===== src/hw/rtl/deadline_sorted_task_queue_assert.svh =====
// Assertion macros shared by the deadline-sorted task queue RTL.
// Each macro expects signals named clk and rst_n in the enclosing module.
`ifndef DEADLINE_SORTED_TASK_QUEUE_ASSERT_SVH
`define DEADLINE_SORTED_TASK_QUEUE_ASSERT_SVH

// A condition that must hold at every clock edge out of reset.
`define DSTQ_ASSERT_ALWAYS(lbl, expr, msg) \
  lbl: assert property (@(posedge clk) disable iff (!rst_n) (expr)) else $error(msg);

// A consequent that must hold in the same cycle as its antecedent.
`define DSTQ_ASSERT_SAME(lbl, ante, cons, msg) \
  lbl: assert property (@(posedge clk) disable iff (!rst_n) (ante) |-> (cons)) \
    else $error(msg);

// A consequent that must hold in the cycle after its antecedent.
`define DSTQ_ASSERT_NEXT(lbl, ante, cons, msg) \
  lbl: assert property (@(posedge clk) disable iff (!rst_n) (ante) |=> (cons)) \
    else $error(msg);

`endif


===== src/hw/rtl/dstq_pkg.sv =====
// Types and constants for the deadline-sorted task queue.
// Used by the controller, the datapath and the top level; no dependencies.
package dstq_pkg;

  localparam logic OP_INSERT = 1'b0;
  localparam logic OP_REMOVE = 1'b1;

  localparam logic [1:0] ST_OK      = 2'd0;
  localparam logic [1:0] ST_FULL    = 2'd1;
  localparam logic [1:0] ST_MISSING = 2'd2;

  typedef struct packed {
    logic        op;
    logic [15:0] task_id;
    logic [31:0] deadline;
  } in_req_t;

  typedef struct packed {
    logic        head_valid;
    logic [15:0] head_task_id;
    logic [31:0] head_deadline;
    logic [4:0]  occupancy;
    logic [1:0]  status;
  } out_rsp_t;

  // Commands from the controller to the datapath.
  typedef struct packed {
    logic       load;
    logic       compare;
    logic       prefix;
    logic       do_insert;
    logic       do_remove;
    logic       respond;
    logic [1:0] status;
  } dp_cmd_t;

  // Status from the datapath back to the controller.
  typedef struct packed {
    logic is_remove;
    logic full;
    logic found;
  } dp_stat_t;

endpackage


===== src/hw/rtl/dstq_ctrl.sv =====
// Sequencing state machine for the deadline-sorted task queue.
// Depends on dstq_pkg and the assertion macro header.
`include "deadline_sorted_task_queue_assert.svh"

module dstq_ctrl
  import dstq_pkg::*;
(
  input  logic     clk,
  input  logic     rst_n,
  input  logic     start,
  output logic     busy,
  input  dp_stat_t dp_stat,
  output dp_cmd_t  dp_cmd
);

  typedef enum logic [2:0] {
    S_IDLE,
    S_CMP,
    S_PFX,
    S_UPD,
    S_RSP
  } state_t;

  state_t     st_r;
  logic [1:0] code_r;

  assign busy = (st_r != S_IDLE);

  always_comb begin
    dp_cmd           = '0;
    dp_cmd.load      = start && (st_r == S_IDLE);
    dp_cmd.compare   = (st_r == S_CMP);
    dp_cmd.prefix    = (st_r == S_PFX);
    dp_cmd.do_insert = (st_r == S_UPD) && !dp_stat.is_remove && !dp_stat.full;
    dp_cmd.do_remove = (st_r == S_UPD) && dp_stat.is_remove && dp_stat.found;
    dp_cmd.respond   = (st_r == S_RSP);
    dp_cmd.status    = code_r;
  end

  always_ff @(posedge clk) begin
    if (!rst_n) begin
      st_r   <= S_IDLE;
      code_r <= ST_OK;
    end else begin
      unique case (st_r)
        S_IDLE: begin
          if (start) begin
            st_r <= S_CMP;
          end
        end
        S_CMP: st_r <= S_PFX;
        S_PFX: st_r <= S_UPD;
        S_UPD: begin
          st_r <= S_RSP;
          if (dp_stat.is_remove) begin
            code_r <= dp_stat.found ? ST_OK : ST_MISSING;
          end else begin
            code_r <= dp_stat.full ? ST_FULL : ST_OK;
          end
        end
        S_RSP: st_r <= S_IDLE;
        default: st_r <= S_IDLE;
      endcase
    end
  end

  `DSTQ_ASSERT_NEXT(a_accept_starts, start && !busy, st_r == S_CMP,
                    "accepted request did not start")
  `DSTQ_ASSERT_ALWAYS(a_one_update,
                      $countones({dp_cmd.do_insert, dp_cmd.do_remove}) <= 1,
                      "insert and remove applied together")
  `DSTQ_ASSERT_NEXT(a_update_then_respond, st_r == S_UPD, dp_cmd.respond,
                    "update not followed by response")

endmodule


===== src/hw/rtl/dstq_datapath.sv =====
// Slot register chain, compare flags and result register of the task queue.
// Depends on dstq_pkg and the assertion macro header.
`include "deadline_sorted_task_queue_assert.svh"

module dstq_datapath
  import dstq_pkg::*;
#(
  parameter int QUEUE_DEPTH = 16
) (
  input  logic     clk,
  input  logic     rst_n,
  input  in_req_t  in_req,
  input  dp_cmd_t  dp_cmd,
  output dp_stat_t dp_stat,
  output logic     out_valid,
  output out_rsp_t out_rsp
);

  localparam int CNT_W = $clog2(QUEUE_DEPTH + 1);
  localparam int LVL   = $clog2(QUEUE_DEPTH);

  in_req_t                req_r;
  logic [31:0]            slot_dl_r [QUEUE_DEPTH];
  logic [15:0]            slot_id_r [QUEUE_DEPTH];
  logic [CNT_W-1:0]       count_r;
  logic [QUEUE_DEPTH-1:0] lt_r;
  logic [QUEUE_DEPTH-1:0] match_r;
  logic [QUEUE_DEPTH-1:0] seen_r;
  logic [QUEUE_DEPTH-1:0] seen_nxt;
  logic [QUEUE_DEPTH-1:0] pfx [LVL+1];
  logic [31:0]            prev_dl [QUEUE_DEPTH];
  logic [15:0]            prev_id [QUEUE_DEPTH];
  logic [31:0]            next_dl [QUEUE_DEPTH];
  logic [15:0]            next_id [QUEUE_DEPTH];
  logic [QUEUE_DEPTH-1:0] prev_lt;
  logic                   out_valid_r;
  out_rsp_t               out_rsp_r;

  assign dp_stat.is_remove = (req_r.op == OP_REMOVE);
  assign dp_stat.full      = (count_r == CNT_W'(QUEUE_DEPTH));
  assign dp_stat.found     = seen_r[QUEUE_DEPTH-1];

  // Neighbor taps of each cell; the ends see the request or hold.
  for (genvar g = 0; g < QUEUE_DEPTH; g++) begin : g_taps
    if (g == 0) begin : g_first
      assign prev_dl[g] = req_r.deadline;
      assign prev_id[g] = req_r.task_id;
      assign prev_lt[g] = 1'b1;
    end else begin : g_mid
      assign prev_dl[g] = slot_dl_r[g-1];
      assign prev_id[g] = slot_id_r[g-1];
      assign prev_lt[g] = lt_r[g-1];
    end
    if (g == QUEUE_DEPTH - 1) begin : g_last
      assign next_dl[g] = slot_dl_r[g];
      assign next_id[g] = slot_id_r[g];
    end else begin : g_inner
      assign next_dl[g] = slot_dl_r[g+1];
      assign next_id[g] = slot_id_r[g+1];
    end
  end

  // Parallel prefix OR: seen marks the first id match and every cell after it.
  always_comb begin
    pfx[0] = match_r;
    for (int l = 0; l < LVL; l++) begin
      for (int i = 0; i < QUEUE_DEPTH; i++) begin
        pfx[l+1][i] = pfx[l][i];
        if (i >= (1 << l)) begin
          pfx[l+1][i] = pfx[l][i] | pfx[l][i - (1 << l)];
        end
      end
    end
    seen_nxt = pfx[LVL];
  end

  always_ff @(posedge clk) begin
    if (dp_cmd.load) begin
      req_r <= in_req;
    end
    if (dp_cmd.compare) begin
      for (int i = 0; i < QUEUE_DEPTH; i++) begin
        lt_r[i]    <= (CNT_W'(i) < count_r) && (slot_dl_r[i] < req_r.deadline);
        match_r[i] <= (CNT_W'(i) < count_r) && (slot_id_r[i] == req_r.task_id);
      end
    end
    if (dp_cmd.prefix) begin
      seen_r <= seen_nxt;
    end
    for (int i = 0; i < QUEUE_DEPTH; i++) begin
      if (dp_cmd.do_insert && !lt_r[i]) begin
        slot_dl_r[i] <= prev_lt[i] ? req_r.deadline : prev_dl[i];
        slot_id_r[i] <= prev_lt[i] ? req_r.task_id : prev_id[i];
      end else if (dp_cmd.do_remove && seen_r[i]) begin
        slot_dl_r[i] <= next_dl[i];
        slot_id_r[i] <= next_id[i];
      end
    end
    if (dp_cmd.respond) begin
      out_rsp_r.head_valid    <= (count_r != '0);
      out_rsp_r.head_task_id  <= (count_r != '0) ? slot_id_r[0] : 16'd0;
      out_rsp_r.head_deadline <= (count_r != '0) ? slot_dl_r[0] : 32'd0;
      out_rsp_r.occupancy     <= 5'(count_r);
      out_rsp_r.status        <= dp_cmd.status;
    end
  end

  always_ff @(posedge clk) begin
    if (!rst_n) begin
      count_r     <= '0;
      out_valid_r <= 1'b0;
    end else begin
      out_valid_r <= dp_cmd.respond;
      if (dp_cmd.do_insert) begin
        count_r <= count_r + 1'b1;
      end else if (dp_cmd.do_remove) begin
        count_r <= count_r - 1'b1;
      end
    end
  end

  assign out_valid = out_valid_r;
  assign out_rsp   = out_rsp_r;

  `DSTQ_ASSERT_ALWAYS(a_count_bound, count_r <= CNT_W'(QUEUE_DEPTH),
                      "slot count above depth")
  `DSTQ_ASSERT_NEXT(a_insert_grows, dp_cmd.do_insert,
                    count_r == $past(count_r) + 1'b1,
                    "insert did not grow count")
  `DSTQ_ASSERT_SAME(a_head_matches_count, out_valid_r,
                    out_rsp_r.head_valid == (count_r != '0),
                    "head valid disagrees with count")

endmodule


===== src/hw/rtl/deadline_sorted_task_queue.sv =====
// Top level of the deadline-sorted task queue for an EDF scheduler.
// Depends on dstq_pkg, dstq_ctrl and dstq_datapath.

// The queue holds up to QUEUE_DEPTH tasks sorted by absolute deadline, the
// earliest at the head. A request is taken at a rising edge where start is
// high and busy is low; in_req.op selects an insert (placed ahead of the
// first held task whose deadline is not earlier, so ties go in front) or a
// removal of the first task, counted from the head, with a matching id.
// Every request yields exactly one response, shown on out_rsp for a single
// cycle while out_valid is high; the receiver cannot stall it, so it must
// capture the response in that cycle. A request passes from the accepting
// edge, which registers it, through the steps that compare every slot
// against it, resolve the first id match with a prefix network, shift the
// slot chain and load the response register, and then the response is
// shown. busy falls in the cycle the response is shown, so a new request
// can be accepted while the previous response is shown. One request is in
// flight at a time, since each one works on the list that the previous
// left.
// Occupancy is reported in a 5-bit field and wraps for depths above 31.
// After reset the queue is empty; no clearing pass is needed.

module deadline_sorted_task_queue
  import dstq_pkg::*;
#(
  parameter int QUEUE_DEPTH = 16
) (
  input  logic     clk,
  input  logic     rst_n,
  input  logic     start,
  output logic     busy,
  input  in_req_t  in_req,
  output logic     out_valid,
  output out_rsp_t out_rsp
);

  dp_cmd_t  dp_cmd;
  dp_stat_t dp_stat;

  // The controller sequences each request through its compare, prefix,
  // update and response steps.
  dstq_ctrl u_ctrl (
    .clk     (clk),
    .rst_n   (rst_n),
    .start   (start),
    .busy    (busy),
    .dp_stat (dp_stat),
    .dp_cmd  (dp_cmd)
  );

  // The datapath holds the sorted slot chain and the response register.
  dstq_datapath #(
    .QUEUE_DEPTH (QUEUE_DEPTH)
  ) u_datapath (
    .clk       (clk),
    .rst_n     (rst_n),
    .in_req    (in_req),
    .dp_cmd    (dp_cmd),
    .dp_stat   (dp_stat),
    .out_valid (out_valid),
    .out_rsp   (out_rsp)
  );

endmodule

===== config.mk =====
export PLATFORM = sky130hd
export DESIGN_NAME = deadline_sorted_task_queue
export DESIGN_NICKNAME = d
export VERILOG_FILES = /design/src/hw/rtl/dstq_pkg.sv /design/src/hw/rtl/dstq_ctrl.sv /design/src/hw/rtl/dstq_datapath.sv /design/src/hw/rtl/deadline_sorted_task_queue.sv
export VERILOG_INCLUDE_DIRS = /design/src /design/src/hw/rtl
export SDC_FILE = /design/constraint.sdc
export NUM_CORES = 2
export LEC_CHECK = 0
export BUFFER_PORTS_ARGS = -buffer_cell sky130_fd_sc_hd__buf_2
export CELL_PAD_IN_SITES_DETAIL_PLACEMENT = 1
export CELL_PAD_IN_SITES_GLOBAL_PLACEMENT = 2
export CORE_ASPECT_RATIO = 0.8
export CORE_MARGIN = 2
export CORE_UTILIZATION = 33
export CTS_CLUSTER_DIAMETER = 50
export CTS_CLUSTER_SIZE = 14
export DETAILED_ROUTE_END_ITERATION = 8
export HOLD_SLACK_MARGIN = 0.12
export PLACE_DENSITY = 0.62
export SYNTH_ARGS = -nofsm -noshare
export SYNTH_HDL_FRONTEND = slang
export SYNTH_SLANG_ARGS = --single-unit

===== constraint.sdc =====
create_clock -name clk -period 6.05 [get_ports clk]
set_clock_uncertainty 0.05 [all_clocks]
set_input_delay 0.3025 -clock clk [delete_from_list [all_inputs] [get_ports clk]]
set_output_delay 0.3025 -clock clk [all_outputs]
set_load 0.005 [all_outputs]

Word level (Yosys, flattened, before mapping)
Memories as Yosys holds them, arrays and structs flattened.
Cells that the tools add are included.
{ "word_totals": {"ff_bits": 164, "latchBits": 0, "ram_bits": 768, "mem_bits_ro": 0, "word_cells": 394, "memories": 2} }
{ "mem_list": {"columns": ["name", "depth", "word_bits", "read_ports", "rd_ports_with_merged_regs", "write_ports", "line_no", "source"], "rows": [
  ["u_datapath.slot_dl_r", 16, 32, 16, 0, 16, "dstq_datapath.sv:23", "logic [31:0] slot_dl_r [QUEUE_DEPTH];"],
  ["u_datapath.slot_id_r", 16, 16, 16, 0, 16, "dstq_datapath.sv:24", "logic [15:0] slot_id_r [QUEUE_DEPTH];"]
]} }
{ "op_classes": {"add_sub_neg": 2, "mul": 0, "div": 0, "magnitude_cmp": 32, "n_eq_ne": 22, "n_shift": 0, "n_mux": 149, "bitwise_logic": 81, "n_reduce_logical": 91} }
{ "op_table": {"columns": ["operator", "count"], "rows": [
  ["32-bit two-way mux", 31],
  ["32-bit < comparator", 16],
  ["16-bit two-way mux", 31],
  ["16-bit == test", 16],
  ["1-bit two-way mux", 81],
  ["1-bit bitwise OR", 81],
  ["1-bit logical AND", 69],
  ["4-bit by 5-bit < comparator with 1-bit output (first input constant)", 8],
  ["3-bit by 5-bit < comparator with 1-bit output (first input constant)", 4],
  ["1-bit logical NOT", 18],
  ["3-bit one-hot mux with 4 select lines", 1],
  ["1-bit by 5-bit < comparator with 1-bit output (first input constant)", 2],
  ["2-bit by 5-bit < comparator with 1-bit output (first input constant)", 2],
  ["5-bit two-way mux", 2],
  ["3-bit by 2-bit == test with 1-bit output (second input constant)", 2],
  ["5-bit by 1-bit adder with 5-bit output (second input constant)", 1],
  ["5-bit == test (second input constant)", 1],
  ["5-bit nonzero test", 1],
  ["5-bit by 1-bit subtractor with 5-bit output (second input constant)", 1],
  ["2-bit two-way mux", 2],
  ["3-bit by 1-bit == test with 1-bit output (second input constant)", 1],
  ["3-bit == test (second input constant)", 1],
  ["3-bit logical NOT", 1],
  ["3-bit two-way mux", 1],
  ["3 further kinds", 3]
]} }

Logic depth before layout (Yosys ltp)
{ "depth": {"word_depth": 8, "depth_mapped": 10} }

Modules after synthesis
A second synthesis with hierarchy kept.
{ "unflattened": {"hier_cells": 5218, "area_unflattened_um2": 57271.2} }
{ "modules_own_cells": {"columns": ["mod", "instances", "cells_each", "area_each_um2", "seq_area_each_um2"], "rows": [
  ["dstq_datapath", 1, 5192, 57018.4, 27776.6],
  ["dstq_ctrl", 1, 26, 252.7, 100.1]
]} }

Worst setup path after synthesis
Ideal clock, no wire load.
{ "synth_timing": {"path_type": "flip-flop to flip-flop", "from": "register u_datapath.count_r[1]", "to": "memory u_datapath.slot_dl_r[0][0], enable pin", "setup_ns": 0.520, "arrival_time_ns": 5.115, "slack_ns": 0.365, "path_stages_with_launch": 9, "cell_sequence": "dfxtp_1 -> clkbuf_1 -> inv_1 -> ha_1 -> nor4bb_1 -> or3_1 -> clkbuf_1 -> clkbuf_1 -> o21ai_0"} }
{ "synth_rtl": {"columns": ["item", "line_no", "source"], "rows": [
  ["start, declared", "dstq_datapath.sv:25", "logic [CNT_W-1:0] count_r;"],
  ["start signal, assigned", "dstq_datapath.sv:115", "count_r <= count_r + 1'b1;"],
  ["start signal, assigned", "dstq_datapath.sv:117", "count_r <= count_r - 1'b1;"],
  ["end, declared", "dstq_datapath.sv:23", null]
]} }

Final worst setup path
{ "layout_timing": {"from": "register u_datapath.req_r (netlist bit u_datapath.prev_dl[495])", "to": "register u_datapath.lt_r[0] (data pin)"} }
{ "layout_via": {"elab_chain_cells": 2} }
{ "layout_lines": {"columns": ["item", "line_no", "source"], "rows": [
  ["start, declared", "dstq_datapath.sv:22", "in_req_t req_r;"],
  ["start signal, assigned", "dstq_datapath.sv:79", "req_r <= in_req;"],
  ["32-bit < comparator", "dstq_datapath.sv:83", "lt_r[i] <= (CNT_W'(i) < count_r) && (slot_dl_r[i] < req_r.deadline);"],
  ["1-bit logical AND", "dstq_datapath.sv:83", null],
  ["end signal, assigned by index", "dstq_datapath.sv:83", null],
  ["end, declared", "dstq_datapath.sv:26", "logic [QUEUE_DEPTH-1:0] lt_r;"]
]} }
No other way between the ends.
A chain may end at the register's enable or synchronous reset.

==> run_results.csv <==
group,metric,value,unit
critical_path,cp.arrival,4.63,ns
synthesis,synth_flop_cell,"edfxtp_1",
sta,worst-slew-pin-transition,1.51,ns
floorplan,initial_utilization,33.3,%
critical_path,worst-path-max-fanout,17,
cts,cts.clk_slew.worst_paths,0.06,ns
pwr,power_leakage,0.0259,uW
pwr,max-vdd-ir-drop,0.000309,V
critical_path,crit_required,6.46,ns
pwr,power_per_cell_area,278,nW/um^2
final_layout,net_count_of_the_finished_layout,5818,
run_status,status,"finished with violations",
cts,cts.repair.resized,0,
cts,cts.path.max_buffers,3,
synthesis,synth.most_common_cell,"edfxtp_1",
critical_path,worstSetupStartpointType,"flip-flop",
synthesis,post_synth_num_cell_types,56,
synthesis,netlist.top_cell.by_area,"edfxtp_1",
synthesis,synthTopCellsByCount,"edfxtp_1 (921), a21oi_1 (838), nor2_1 (750), mux2i_1 (672), ha_1 (499)",
cts,tritoncts_clock_tree,"yes",
critical_path,worst_path_dominant_cell_family,"compound AO/OA/AOI/OAI gates",
synthesis,mappedNetlistArea,57300,um^2
floorplan,die_width,470,um
placed_design,portBuffers,109,
synthesis,synth_area_leaders,"edfxtp_1 (48%), mux2i_1 (12%), ha_1 (11%), a21oi_1 (7.3%), nor2_1 (4.9%)",
synthesis,synthDominantCellAreaShare,48.3,%
synthesis,syn_nets,5740,
synthesis,yosysSeqAreaShare,48.7,%
critical_path,critical_path.max_stage_delay,1.17,ns
final_layout,post_route_standard_cell_area_excluding_fillers,65800,um^2
critical_path,crit_chain,"inv_1 -> buf_4 -> ha_1 -> nand4_1 -> o21ai_0 -> a31oi_1",
cts,cts_post_setup_buffers_inserted,0,
sta,maxClockFrequency,237,MHz
sta,final.hold.worst_slack,0.178,ns
sta,fin_tns_setup,0,ns
grt,grt_first_pass_wirelength,318000,um
critical_path,setup.worst_path.class,"reg2reg",
synthesis,synthArstFlopShare,0,%
placed_design,dp.final_hpwl,157000,um
floorplan,floorplan.rows,136,
critical_path,crit_path_top_delay_cell,"o21ai_0",
sta,final-max-slew-violation-count,2,
drt,post_drt_via_cell_ratio,5.57,
floorplan,coreArea,172000,um^2
grt,number_of_global_route_vias_before_repair,43500,
grt,gr-usage-all-layers,24.5,%
drt,post_drt_wl_per_cell,28.6,um
placed_design,place_congestion,0.833,
final_layout,layout-drive-gt1-share,11.6,%
floorplan,floorplan.die.height,377,um
run_status,violations_in_the_final_reports,"max-capacitance violations, max-slew violations",
final_layout,combined_area_of_the_multi_input_logic_cells,28100,um^2
cts,number_of_clock_buffers_inserted_by_tritoncts,137,
cts,cts_sinks,932,
drt,dr_pass1_iterations,5,
synthesis,post_synthesis_instance_total,5189,
drt,iteration_0_drc_markers,3600,
sta,setup_viol,0,
grt,global_route.overflow_total,0,
drt,number_of_nets_with_antenna_violations_after_detailed_routing,0,
grt,antenna_found_initial,6,
cts,clock_latency,0.80,ns
drt,postRouteWirelength,219000,um
placed_design,detailed_place.area,60700,um^2
job,max_cap_viol_count,1,
sta,final_hold_viol_count,0,
sta,worst_slew_margin_relative_to_its_limit,-1.64,%
synthesis,synth_enable_flop_cells,921,
floorplan,top_level_ports,110,
sta,finalCriticalPeriod,4.22,ns
hold_path,hold_path_class,"in2reg",
critical_path,critical_path.endpoint_type,"flip-flop",
critical_path,timing.critical_path.buf_inv,2,
synthesis,postSynthRegisterBits,932,
grt,grt_start_max_net_pins,75,
final_layout,layout.filler_cells,18600,
synthesis,post_synth.cell_area_avg,11.0,um^2
cts,cts_root_buf,"clkbuf_16",
sta,rsz_0062_raised_after_global_routing,"no",
drt,drc_errors,0,
final_layout,register_area,27900,um^2
synthesis,count_of_yosys_warnings_during_synthesis,0,
sta,post-route-period-util,69.7,%
cts,htree_num_levels,4,
drt,detailroute.via_count,42600,
final_layout,areaGrowthSynthToFinish,15.0,%
floorplan,floorplan.die_area,177000,um^2
-- placed cells by master (no fill, tap or decap), types with 77 or more instances in the layout --
cell	netlist	final
edfxtp_1	921	921
a21oi_1	838	838
nor2_1	750	747
mux2i_1	672	672
ha_1	499	499
xor2_1	201	201
buf_4	0	145
clkbuf_16	0	140
buf_2	2	109
nand4_1	99	99
mux2_2	96	96
a21o_1	88	88
nand2_1	93	77
-- sequential cells by signal, summed over array words and instances (netlist names) --
signal                count
u_ctrl.code_r             2
u_datapath.out_valid      1
u_datapath.count_r        5
u_datapath.prev_dl       32
u_datapath.slot_dl_r    512
u_datapath.lt_r          16
u_ctrl.st_r               3
u_datapath.slot_id_r    256
u_datapath.dp_stat        1
u_datapath.prev_id       16
u_datapath.out_rsp       56
u_datapath.match_r       16
u_datapath.seen_r        16
-- timing repair --
action                                  in CTS  in global routing
endpoints found under the setup margin       0                  0
endpoints found under the hold margin       60                  0
hold buffers                                59                  0
-- path summary, 6_finish.rpt --
kind | start | end | slack (ns) | cells after the start
setup reg to reg | u_datapath.prev_dl[495]$_DFFE_PP_ | u_datapath.lt_r[0]$_DFFE_PP_ | 1.83 | 6
setup / recovery | u_datapath.prev_dl[495]$_DFFE_PP_ | u_datapath.lt_r[0]$_DFFE_PP_ | 1.83 | 6
hold reg to reg | u_ctrl.code_r[1]$_SDFFE_PN0P_ | u_datapath.out_rsp[1]$_DFFE_PP_ | 0.39 | 0
hold / removal | in_req[24] | u_datapath.prev_dl[504]$_DFFE_PP_ | 0.18 | 2
-- stage by stage --
step	total power [uW]	std cells	utilization, %	setup WS [ns]
after floorplan	9210	5189	-	0.365
after global placement	10100	7345	35.3	1.97
after detailed placement	10200	7345	35.3	1.86
after CTS	18400	7655	38.3	1.81
after global routing	18900	7656	38.3	1.67
final	18300	7658	38.3	1.83
-- metal layers --
layer / vias to the layer above / GRT usage (%) / part of all wire [%] / wire [um]
met5: - / 0 / 0.0059 / 13
met4: 2 / 5.45 / 2.0 / 4340
met3: 217 / 2.96 / 4.7 / 10300
met2: 979 / 35.1 / 41 / 90000
met1: 21900 / 38.6 / 52 / 114000
li1: 19500 / - / - / -
-- report_power, final --
| group | switching [uW] | total (uW) | internal (uW) |
|---|---|---|---|
| registers | 230 | 7590 | 7360 |
| clock network | 3440 | 8210 | 4760 |
| logic | 1550 | 2490 | 938 |
-- area by class of cell --
| cell class | instances | area share, % |
|---|---|---|
| multi-input cells | 3841 | 42.8 |
| flip-flops and latches | 932 | 42.4 |
| clock buffers | 157 | 5.42 |
| well taps | 2277 | 4.33 |
| repair buffers | 316 | 3.45 |
| clock inverters | 94 | 1.46 |
| inverters | 39 | 0.222 |
| diodes | 2 | 0.00760 |
-- worst register-to-register path: stages (launching register included) --
cell and delay, ns:
edfxtp_1 1.05, inv_1 0.62, buf_4 0.37, ha_1 0.33, nand4_1 0.13, o21ai_0 1.17
a31oi_1 0.19
-- kinds of logic after synthesis --
logic type,Yosys count,synth area share [%]
buffers and inverters,416,2.73
adders and majority gates,499,10.9
xor gates and xnor gates,260,3.98
DFF,932,48.7
AOI/OAI and AO/OA,1127,10.8
and+or+nand+nor,1187,9.26
muxes,768,13.6
(Power assumes the default switching activity.)
